**src/rtl/gacc_ram.sv**
```systemverilog
module gacc_ram #(
	parameter int WIDTH = 8,
	parameter int DEPTH = 16
) (
	input  logic                     clk,
	input  logic                     we,
	input  logic [$clog2(DEPTH)-1:0] waddr,
	input  logic [WIDTH-1:0]         wdata,
	input  logic [$clog2(DEPTH)-1:0] raddr,
	output logic [WIDTH-1:0]         rdata
);

	logic [WIDTH-1:0] mem [DEPTH];

	always_ff @(posedge clk) begin
		if (we) mem[waddr] <= wdata;
		rdata <= mem[raddr];
	end

endmodule

```
**config.mk**
```make
export PLATFORM = sky130hd
export DESIGN_NAME = gacc_ram
export DESIGN_NICKNAME = d
export VERILOG_FILES = /design/src/rtl/gacc_ram.sv
export SDC_FILE = /design/constraint.sdc
export NUM_CORES = 1
export LEC_CHECK = 0
export ABC_CLOCK_PERIOD_IN_PS = 2060
export BUFFER_PORTS_ARGS = -buffer_cell sky130_fd_sc_hd__clkbuf_2
export CAP_MARGIN = 30
export CELL_PAD_IN_SITES_DETAIL_PLACEMENT = 1
export CELL_PAD_IN_SITES_GLOBAL_PLACEMENT = 1
export CORE_AREA = 2 2 117 119
export DETAILED_ROUTE_END_ITERATION = 8
export DIE_AREA = 0 0 119 121
export PLACE_DENSITY_LB_ADDON = 0.1
export SETUP_SLACK_MARGIN = 0.4
export SYNTH_ARGS = -nofsm -noshare
export SYNTH_HDL_FRONTEND = slang
export SYNTH_SLANG_ARGS = --single-unit
```
**constraint.sdc**
```tcl
create_clock -name clk -period 2.06 [get_ports clk]
set_input_delay 0.412 -clock clk [delete_from_list [all_inputs] [get_ports clk]]
set_output_delay 0.412 -clock clk [all_outputs]
set_load 0.05 [all_outputs]
```
# [Yosys cells after proc, flatten, opt, wreduce, memory -nomap -nowiden]
# Memory sizes are Yosys's and may differ from the RTL's. A register that Yosys moved wholly into a read port is not among the register bits.
# Cells that the tools add are included.
[classes] add_sub_neg=0 mul=0 div_mod_pow=0 n_lt_le_gt_ge=0 eq_ne=0 n_shift=0 muxes=2 bitwise_logic=0 n_reduce_logical=0
[op_table] operator="two-way mux 1 bit" n=2
[totals] ff_bits=0 latchBits=0 ramBits=128 rom_bits=0 output_inout_bits=8 mem_count=1
[mem_list] name="mem" words=16 word_bits=8 rd=1 rd_ports_with_merged_regs=1 wr=1 line="13" source="logic [WIDTH-1:0] mem [DEPTH];"

# [Depth between registers and ports, before layout]
# Gate-level depths: netlist (run 1).
[depth] word_depth=2 ltp_mapped=5 ltp_nobuf=3

# [Least setup slack after synthesis (run 1)]
# No wires, ideal clock.
[synth_timing] path_kind="input -> register" startpoint="input port waddr[2]" endpoint="memory mem[0][0], enable pin" setup_time_ns=0.383 t_arrival_ns=1.522 required_time_ns=1.677 slack_ns=0.155 cell_stages=2 cell_sequence="or3b_2 -> nor3_1"
[synth_rtl] item="start: declaration" line="7" source="input logic [$clog2(DEPTH)-1:0] waddr,"
[synth_rtl] item="end: declaration" line="13"
# No word-level cell before the write port.

# [Worst setup path in the final report (run 1)]
[layout_timing] startpoint="register rdata[6] (read register of mem)" endpoint="output port rdata[6]"
[layout_rtl] item="start: declaration" line="10" source="output logic [WIDTH-1:0] rdata"
# No word-level cell between the ends.

==> results of run 1 <==
[power groups by stage]
stage | registers, mW | clock network, mW | logic (mW)
after floorplan | 3.23 | 0 | 0.157
after global placement | 3.17 | 0 | 0.357
after detailed placement | 3.18 | 0 | 0.362
after CTS | 3.12 | 2.67 | 0.364
after global routing | 3.12 | 2.79 | 0.384
final | 3.12 | 2.60 | 0.352
[layer usage]
metal  GRT usage (%)  vias up
li1                -     1084
met1            21.6     1287
met2            25.5       43
met3            4.84       14
met4            6.03        2
met5               0        -
[through the flow]
| stage | power, mW | cell area [um^2] | hold WS, ns | cells |
|---|---|---|---|---|
| after floorplan | 3.39 | 5150 | 0.511 | 229 |
| after global placement | 3.53 | 5610 | 0.657 | 443 |
| after detailed placement | 3.54 | 5610 | 0.671 | 443 |
| after CTS | 6.16 | 6110 | 0.434 | 475 |
| after global routing | 6.30 | 6110 | 0.453 | 475 |
| final | 6.07 | 6110 | 0.443 | 475 |
[registers in the layout (all words and copies together) (netlist names)]
register,cells
mem,128
rdata,8
[kinds of logic after synthesis]
family	after synthesis	synth area share, %
simple gates	35	3.18
buf+inv	10	1.68
compound gates	16	2.33
flops	136	77.8
mux	32	15.0
[cell usage in the layout, fill, tap and decap left out, drive strengths merged]
cell type	n
and2b	1
or3b	1
mux4	32
nand3b	2
buf	23
nand2	9
dfxtp	8
nand3	1
nor2	13
edfxtp	128
nor3	4
nor2b	1
clkinv	7
and2	1
nand2b	2
a22oi	16
clkbuf	50
[path summary, 6_finish.rpt]
path         startpoint         to  slack (ns)  cells past startpoint
max            rdata[6]   rdata[6]        0.51                      1
min            wdata[3]  mem[3][3]        0.44                      1
min reg2reg  mem[15][7]   rdata[7]        0.68                      3
max reg2reg   mem[3][7]   rdata[7]        0.73                      3
[area by class of cell]
type | count | area share, %
flip-flops and latches | 136 | 65.5
multi-input cells | 83 | 17.4
clock buffers | 25 | 7.78
repair buffers | 48 | 5.28
well taps | 176 | 3.60
clock inverters | 7 | 0.491
==> reports/qor.txt, run 1 <==
Reg clk slew, reported paths - 0.05 ns
Slew headroom - 73.4%
Multi-input gate area - 0.00106 mm^2
largest net degree at the start of global routing - 33
Resize count post-CTS - 0
total routed wirelength - 10.6 mm
cell taking the most area after synthesis - edfxtp_1
Bufs and invs on worst path - 1
Post-CTS Setup Inserts - 0
Avg Cell Area, Syn - 22.5 um^2
Final #Nets - 304
PwrDens - 993 mW/mm^2
clock root buffer master - clkbuf_16
initial antenna violation count - 1
WL/cell - 22.3 um
asr flop ratio synth - 0%
crit start category - flip-flop
WL met2 - 5.29 mm
fin crit share - 75.2%
Final ANT Viol Nets - 0
Hold Buf Count CTS - 0
largest fanout on the critical path - 1
Fmax - 0.646 GHz
first-pass GRT wire length - 16.2 mm
Netlist Area Pre-Place - 0.00515 mm^2
HP Class - in2reg
Worst Setup End Kind - primary output
max cap viols - 0
DR top layer - met5
vias in the first global route - 2,607
Initial DRC Count - 168
largest stage delay on the critical path - 0.41 ns
worst path cell trace - clkbuf_2
Post-synth EDFFs - 128
main flop type after synthesis - edfxtp_1
RSZ-0062 raised after global routing - false
arrival time at the worst endpoint - 1.14 ns
outcome - finished, final reports clean
vias per inst - 5.12
Logic pwr share - 5.8%
top-count cell post-synth - edfxtp_1
P_int - 4.80 mW
Synth area leaders - edfxtp_1 75%, mux4_2 7.9%, mux4_1 7.1%
Syn-to-layout area delta - 18.8%
fraction of layout cells with a size suffix above 1 - 30.1%
Final Hold Viols - 0
clk_skew - 0.00787 ns
distinct cell type count of the synthesized netlist - 19
GPL Wtd Cong - 0.694
worst setup margin - 0.512 ns
clock sinks - 136
CP max stage cell - dfxtp_1
die area - 0.0144 mm^2
CTS tree - yes
Synth Warn # - 0
Clock Path Buffers - 2
sequential share of the synthesized area - 77.8%
minimum clock period - 1.55 ns
Clock power frac - 42.8%
die width - 119 um
Switch Pwr - 1.27 mW
P_leak - 2.08 nW
met3 WL - 343 um
switch share - 20.9%
Core Area - 0.0131 mm^2
Required @ worst endpoint - 1.65 ns
Initial Utilization - 39.3%
Max IR drop VDD - 0.470 mV
setup TNS - 0 ns
Filler cells - 1,209
Cells after Synth - 229
H-tree Lvls - 4
die span in y - 121 um
Layout Utilization - 46.7%
Setup CP Type - reg2out
DRC violations left - 0
post-synth top area share - 74.7%
DP Worst Slack - 0.171 ns
Slew Viols, Final - 0
Worst path top cell family by delay - flip-flops
# diodes - 0
PortBufs - 25
Met1 Routed Length - 4.84 mm
FF+latch count, synth - 136
Reg area - 0.00400 mm^2
# rows - 42
DR vias - 2,430
Net Count, Synth - 247
drt first pass iters - 4
number of CTS-inserted buffers - 17
Post-synth top cells - 128 x edfxtp_1, 18 x mux4_2, 16 x a22oi_1
Total GRT Usage - 16.3%
Congestion Overflow GR - 0
Clk Latency, worst-skew pair - 0.41 ns
Worst-Margin Slew - 0.399 ns
Ports - 26
sequential power share - 51.4%
final setup violation count - 0
hpwl dp - 6.83 mm
Note: power is estimated with default switching activity, not from simulation.
==> inputs of run 2 (changes only) <==
Settings changed: ABC_CLOCK_PERIOD_IN_PS 2060 to 1300.
Clock period 2.06 ns to 1.3 ns, I/O delays scaled along.
==> run 2 against run 1 <==
Effect of this change:
- the flow now finishes with violations (negative setup slack)
- combinational power increased by 130%
- count of clock-buffer cells in the layout decreased by 7
- via count increased by 3.3%
- sequential share of layout area decreased by 7.8 points
- register-to-register slack got worse by 0.76 ns
- flip-flop and latch count unchanged
- global-route usage increased by 0.48 points
- non-clock buffer count increased by 18
- critical path depth increased by 2
- largest cell class unchanged
- highest routed layer is now met4
==> reports/qor.txt, run 2 (synthesis gave the netlist of run 1 again) <==
outcome - complete, but fails checks
violated checks - negative setup slack
Hold Crit Depth - 1
Setup CP Type - reg2reg
first-pass GRT wire length - 17.0 mm
Clk Latency, worst-skew pair - 0.41 ns
CP max stage cell - mux4_2
Max IR drop VDD - 0.970 mV
Reg clk slew, reported paths - 0.06 ns
Total GRT Usage - 16.8%
clock sinks - 136
total routed wirelength - 11.0 mm
Final #Nets - 322
final setup violation count - 1
worst path cell trace - mux4_2 > a22oi_2 > nand2_1
largest stage delay on the critical path - 0.50 ns
minimum clock period - 1.33 ns
largest registers - mem (128), rdata (8)
number of CTS-inserted buffers - 17
PortBufs - 25
min-delay src - wdata[6]
largest net degree at the start of global routing - 17
DRC violations left - 0
die width - 119 um
Core Area - 0.0131 mm^2
r2r endpoint - rdata[1]
initial antenna violation count - 0
Placed Area - 0.00603 mm^2
HP Class - in2reg
Logic pwr share - 7.5%
drt first pass iters - 4
fin crit share - 102%
Slew Viols, Final - 0
Critical R2R Launch - mem[11][1]
switch share - 20.9%
total power - 10.8 mW
GPL Wtd Cong - 0.723
die area - 0.0144 mm^2
commonest non-fill, non-tap cell in the layout - edfxtp_1
Initial Utilization - 39.3%
R2R depth - 3
H-tree Lvls - 4
Worst Setup End Kind - flip-flop
WHS - 0.280 ns
crit start category - flip-flop
die span in y - 121 um
Largest register FFs - 128
fraction of layout cells with a size suffix above 1 - 52.1%
DR vias - 2,509
most frequent cells in the layout - 128 x edfxtp_1, 32 x mux4_2, 22 x clkbuf_16, 22 x buf_12, 15 x clkbuf_2
DP Worst Slack - -0.481 ns
# diodes - 0
largest fanout on the critical path - 1
P_leak - 2.33 nW
Layout Utilization - 53.1%
arrival time at the worst endpoint - 1.62 ns
WL/cell - 22.2 um
Ports - 26
worst setup margin - -0.0318 ns
Congestion Overflow GR - 0
Required @ worst endpoint - 1.59 ns
Fmax - 0.751 GHz
CTS tree - yes
clk_skew - 0.00611 ns
Worst-Margin Slew - 0.845 ns
Syn-to-layout area delta - 35.1%
max cap viols - 0
Top reg by flops - mem
clock root buffer master - clkbuf_16
R2R setup slack - -0.03 ns
# rows - 42
Slew headroom - 43.6%
Clock Path Buffers - 2
PwrDens - 1560 mW/mm^2
Filler cells - 1,163
Initial DRC Count - 176
hpwl dp - 6.96 mm
P_int - 8.58 mW
Reg area - 0.00401 mm^2
cell area after layout - 0.00695 mm^2
RSZ-0062 raised after global routing - true
Final Hold Viols - 0
Multi-input gate area - 0.00121 mm^2
Final ANT Viol Nets - 0
vias per inst - 5.09
Clock power frac - 46.8%
Hold Buf Count CTS - 0
vias in the first global route - 2,770
Bufs and invs on worst path - 0
Switch Pwr - 2.26 mW
WHS Endpoint - mem[14][6]
sequential power share - 45.7%
Worst path top cell family by delay - multiplexers
## run 2: timing repair
action / CTS / global route
gates resized for setup: 44 / 11
pin swaps: 7 / 4
hold endpoints to repair: 0 / 0
buffers inserted: 0 / 4
endpoints found under the setup margin: 112 / 120
## run 2: worst max path at each step
| stage | start | end | slack (ns) | cells past startpoint |
|---|---|---|---|---|
| floorplan | waddr[2] | mem[0][0] | -0.06 | 2 |
| global placement | raddr[0] | rdata[1] | -0.47 | 5 |
| detailed placement | raddr[0] | rdata[1] | -0.48 | 5 |
| CTS | mem[11][1] | rdata[1] | -0.05 | 3 |
| global route | mem[11][1] | rdata[1] | -0.09 | 3 |
| finish | mem[11][1] | rdata[1] | -0.03 | 3 |
## run 2: metrics by stage
step | TNS [ns] | std cells
after floorplan | -0.660 | 229
after global placement | -11.32 | 456
after detailed placement | -13.11 | 456
after CTS | -0.0581 | 488
after global routing | -0.228 | 493
final | -0.0318 | 493
## run 2: power by group through the flow
stage	combinational (mW)	clock, mW	sequential (mW)
floorplan	0.297	0	5.12
global placement	0.680	0	5.02
detailed placement	0.689	0	5.03
CTS	0.798	5.17	4.95
global route	0.864	5.33	4.96
finish	0.811	5.08	4.95
## run 2: layer usage
layer | global-route usage (%) | routed length, um
met1 | 23.1 | 5080
met2 | 26.1 | 5490
met3 | 4.09 | 295
met4 | 6.03 | 93
met5 | 0 | 0
## run 2: area by class of cell
type                            instances  area share (%)
Timing Repair Buffer                   66            12.6
Tap cell                              176            3.17
Clock inverter                         14            2.81
Clock buffer                           18            6.32
Multi-Input combinational cell         83            17.4
Sequential cell                       136            57.7
## run 2: worst register-to-register path: stages (launching register included)
cell and delay (ns):
edfxtp_1 0.37, mux4_2 0.50, a22oi_2 0.26, nand2_1 0.08
==> inputs of run 3 (changes only) <==
Settings changed: ABC_AREA from default to 1, ABC_CLOCK_PERIOD_IN_PS 1300 to 1430, CORE_AREA 2 2 117 119 to 2 2 124 126, DIE_AREA 0 0 119 121 to 0 0 126 128, GPL_TIMING_DRIVEN from default to 0.
Clock period 1.3 ns to 1.43 ns, I/O delays scaled along.
==> run 3 against run 2 <==
Effect of this change:
- hold slack better by 0.0011 ns
- area after synthesis up 12%
- highest routed layer unchanged
- die area rose by 12%
- cell count is 63% higher
- clock skew hardly changed
- the run now ends clean
- critical path type is now reg2out
- first-iteration DRC count is 74% higher
- largest cell class unchanged
==> reports/qor.txt, run 3 <==
Final Hold Viols - 0
DRC violations left - 0
CP max stage cell - dfxtp_2
WL/cell - 20.8 um
Top reg by flops - mem
largest registers - mem (128), rdata (8)
Bufs and invs on worst path - 1
simple-gate portion of the synthesized area - 21.0%
worst path cell trace - clkbuf_16
Hold Crit Depth - 3
Fmax - 0.841 GHz
most frequent cells in the layout - 167 x nand2_1, 128 x edfxtp_1, 99 x inv_1
Logic pwr share - 8.4%
CTS tree - yes
Reg area - 0.00401 mm^2
fraction of layout cells with a size suffix above 1 - 22.8%
FF+latch count, synth - 136
outcome - finished, final reports clean
final setup violation count - 0
Setup CP Type - reg2out
Initial Utilization - 38.8%
# diodes - 0
sequential power share - 45.1%
Hold Buf Count CTS - 0
placed cell count - 761
Ports - 26
distinct cell type count of the synthesized netlist - 12
Cells after Synth - 551
WHS - 0.281 ns
hpwl dp - 10.6 mm
Syn-to-layout area delta - 26.2%
min-delay src - raddr[3]
Worst-Margin Slew - 0.497 ns
Clock Path Buffers - 2
post-synthesis compound-gate area fraction - 0%
Final ANT Viol Nets - 0
die width - 126 um
HP Class - in2reg
r2r endpoint - rdata[0]
DR vias - 4,008
asr flop ratio synth - 0%
Filler cells - 1,626
post-synth top area share - 66.7%
Netlist Area Pre-Place - 0.00577 mm^2
adder-cell share of the synthesized area - 0%
Net Count, Synth - 569
die span in y - 128 um
post-synthesis mux area share - 0%
number of CTS-inserted buffers - 17
largest stage delay on the critical path - 0.33 ns
sequential share of the synthesized area - 69.4%
Finished Layout Cells - 803
Clk Latency, worst-skew pair - 0.42 ns
P_int - 7.78 mW
clock root buffer master - clkbuf_16
vias in the first global route - 4,182
Critical R2R Launch - mem[11][0]
H-tree Lvls - 4
initial antenna violation count - 0
WHS Endpoint - rdata[6]
crit start category - flip-flop
Total GRT Usage - 21.8%
Layout Utilization - 49.0%
main flop type after synthesis - edfxtp_1
Slew Viols, Final - 0
Post-synth EDFFs - 128
# rows - 45
GPL Wtd Cong - 0.818
commonest non-fill, non-tap cell in the layout - nand2_1
R2R depth - 6
largest family of logic cells by synthesized area - simple AND/OR/NAND/NOR gates
max cap viols - 0
cell taking the most area after synthesis - edfxtp_1
Clock power frac - 46.4%
DP Worst Slack - -0.308 ns
Initial DRC Count - 307
Core Area - 0.0149 mm^2
PwrDens - 1370 mW/mm^2
Required @ worst endpoint - 1.14 ns
Worst Setup End Kind - primary output
die area - 0.0161 mm^2
Synth area leaders - edfxtp_1 67%, nand2_1 11%, nand3_1 8.4%
largest net degree at the start of global routing - 17
Synth Warn # - 0
RSZ-0062 raised after global routing - true
drt first pass iters - 5
PortBufs - 22
Slew headroom - 66.9%
Multi-input gate area - 0.00147 mm^2
fin crit share - 83.1%
vias per inst - 4.99
clk_skew - 0.00628 ns
R2R setup slack - 0.44 ns
largest fanout on the critical path - 1
switch share - 22.0%
arrival time at the worst endpoint - 0.90 ns
top-count cell post-synth - nand2_1
clock sinks - 136
Max IR drop VDD - 0.835 mV
Largest register FFs - 128
Post-synth top cells - 173 x nand2_1, 128 x edfxtp_1, 100 x inv_1
Final #Nets - 620
first-pass GRT wire length - 25.0 mm
Post-Synth XOR/XNOR Area - 0%
Avg Cell Area, Syn - 10.5 um^2
Reg clk slew, reported paths - 0.06 ns
minimum clock period - 1.19 ns
total routed wirelength - 16.7 mm
P_leak - 3.08 nW
Congestion Overflow GR - 0
Switch Pwr - 2.19 mW
worst setup margin - 0.241 ns
Worst path top cell family by delay - flip-flops
==> run 3: cell families after synthesis <==
logic type             after synthesis
buffers and inverters              126
and+or+nand+nor                    289
DFF                                136
==> run 3: how the worst max path moves through the flow <==
| stage | startpoint | endpoint | slack (ns) | depth (start not counted) |
|---|---|---|---|---|
| after global routing | rdata[3] | rdata[3] | 0.20 | 1 |
| after CTS | rdata[6] | rdata[6] | 0.22 | 1 |
| after global placement | waddr[3] | mem[5][7] | -0.27 | 3 |
| after detailed placement | waddr[3] | mem[5][7] | -0.31 | 3 |
| final | rdata[3] | rdata[3] | 0.24 | 1 |
| after floorplan | waddr[2] | mem[10][0] | 0.27 | 2 |
==> run 3: timing repair <==
| item | CTS | global route |
|---|---|---|
| buffers inserted | 2 | 8 |
| resized for setup | 42 | 33 |
| pin swaps | 1 | 15 |
| gates cloned | 0 | 0 |
| hold endpoints to repair | 0 | 0 |
| setup endpoints to repair | 80 | 77 |
==> run 3: power by group through the flow <==
stage / Sequential, mW / Clock [mW] / Combinational, mW
after floorplan: 4.65 / 0 / 0.335
after global placement: 4.56 / 0 / 0.704
after detailed placement: 4.56 / 0 / 0.719
after CTS: 4.49 / 4.70 / 0.791
after global routing: 4.50 / 4.86 / 0.906
final: 4.50 / 4.63 / 0.841
==> run 3: stage by stage <==
stage,cell area (um^2),power (mW),setup TNS (ns)
detailed placement,6210,5.28,-13.40
floorplan,5870,4.99,0
global route,7280,10.3,0
finish,7280,9.97,0
global placement,6210,5.26,-12.05
CTS,7020,9.98,0
==> run 3: layout make-up <==
type	instances	area share (%)
multi-input combinational	289	20.2
clock inverter	8	1.96
clock buffer	24	6.62
timing repair buffer	32	4.98
inverter	102	5.35
sequential	136	55.1
buffer	24	2.51
tap	188	3.23
==> run 3: metal layers <==
metal	global-route usage, %	vias up	wire length [um]
li1	-	1878	-
met1	29.1	1999	7250
met2	35.3	107	8150
met3	3.59	24	882
met4	9.95	0	418
met5	0	-	0
==> run 3: worst register-to-register path, stage by stage, from the launching register on <==
cell      delay, ns
edfxtp_1       0.37
nand2_1        0.09
nand2_1        0.09
nand2_1        0.07
nand3_1        0.09
nand3_2        0.12
nand2_2        0.06
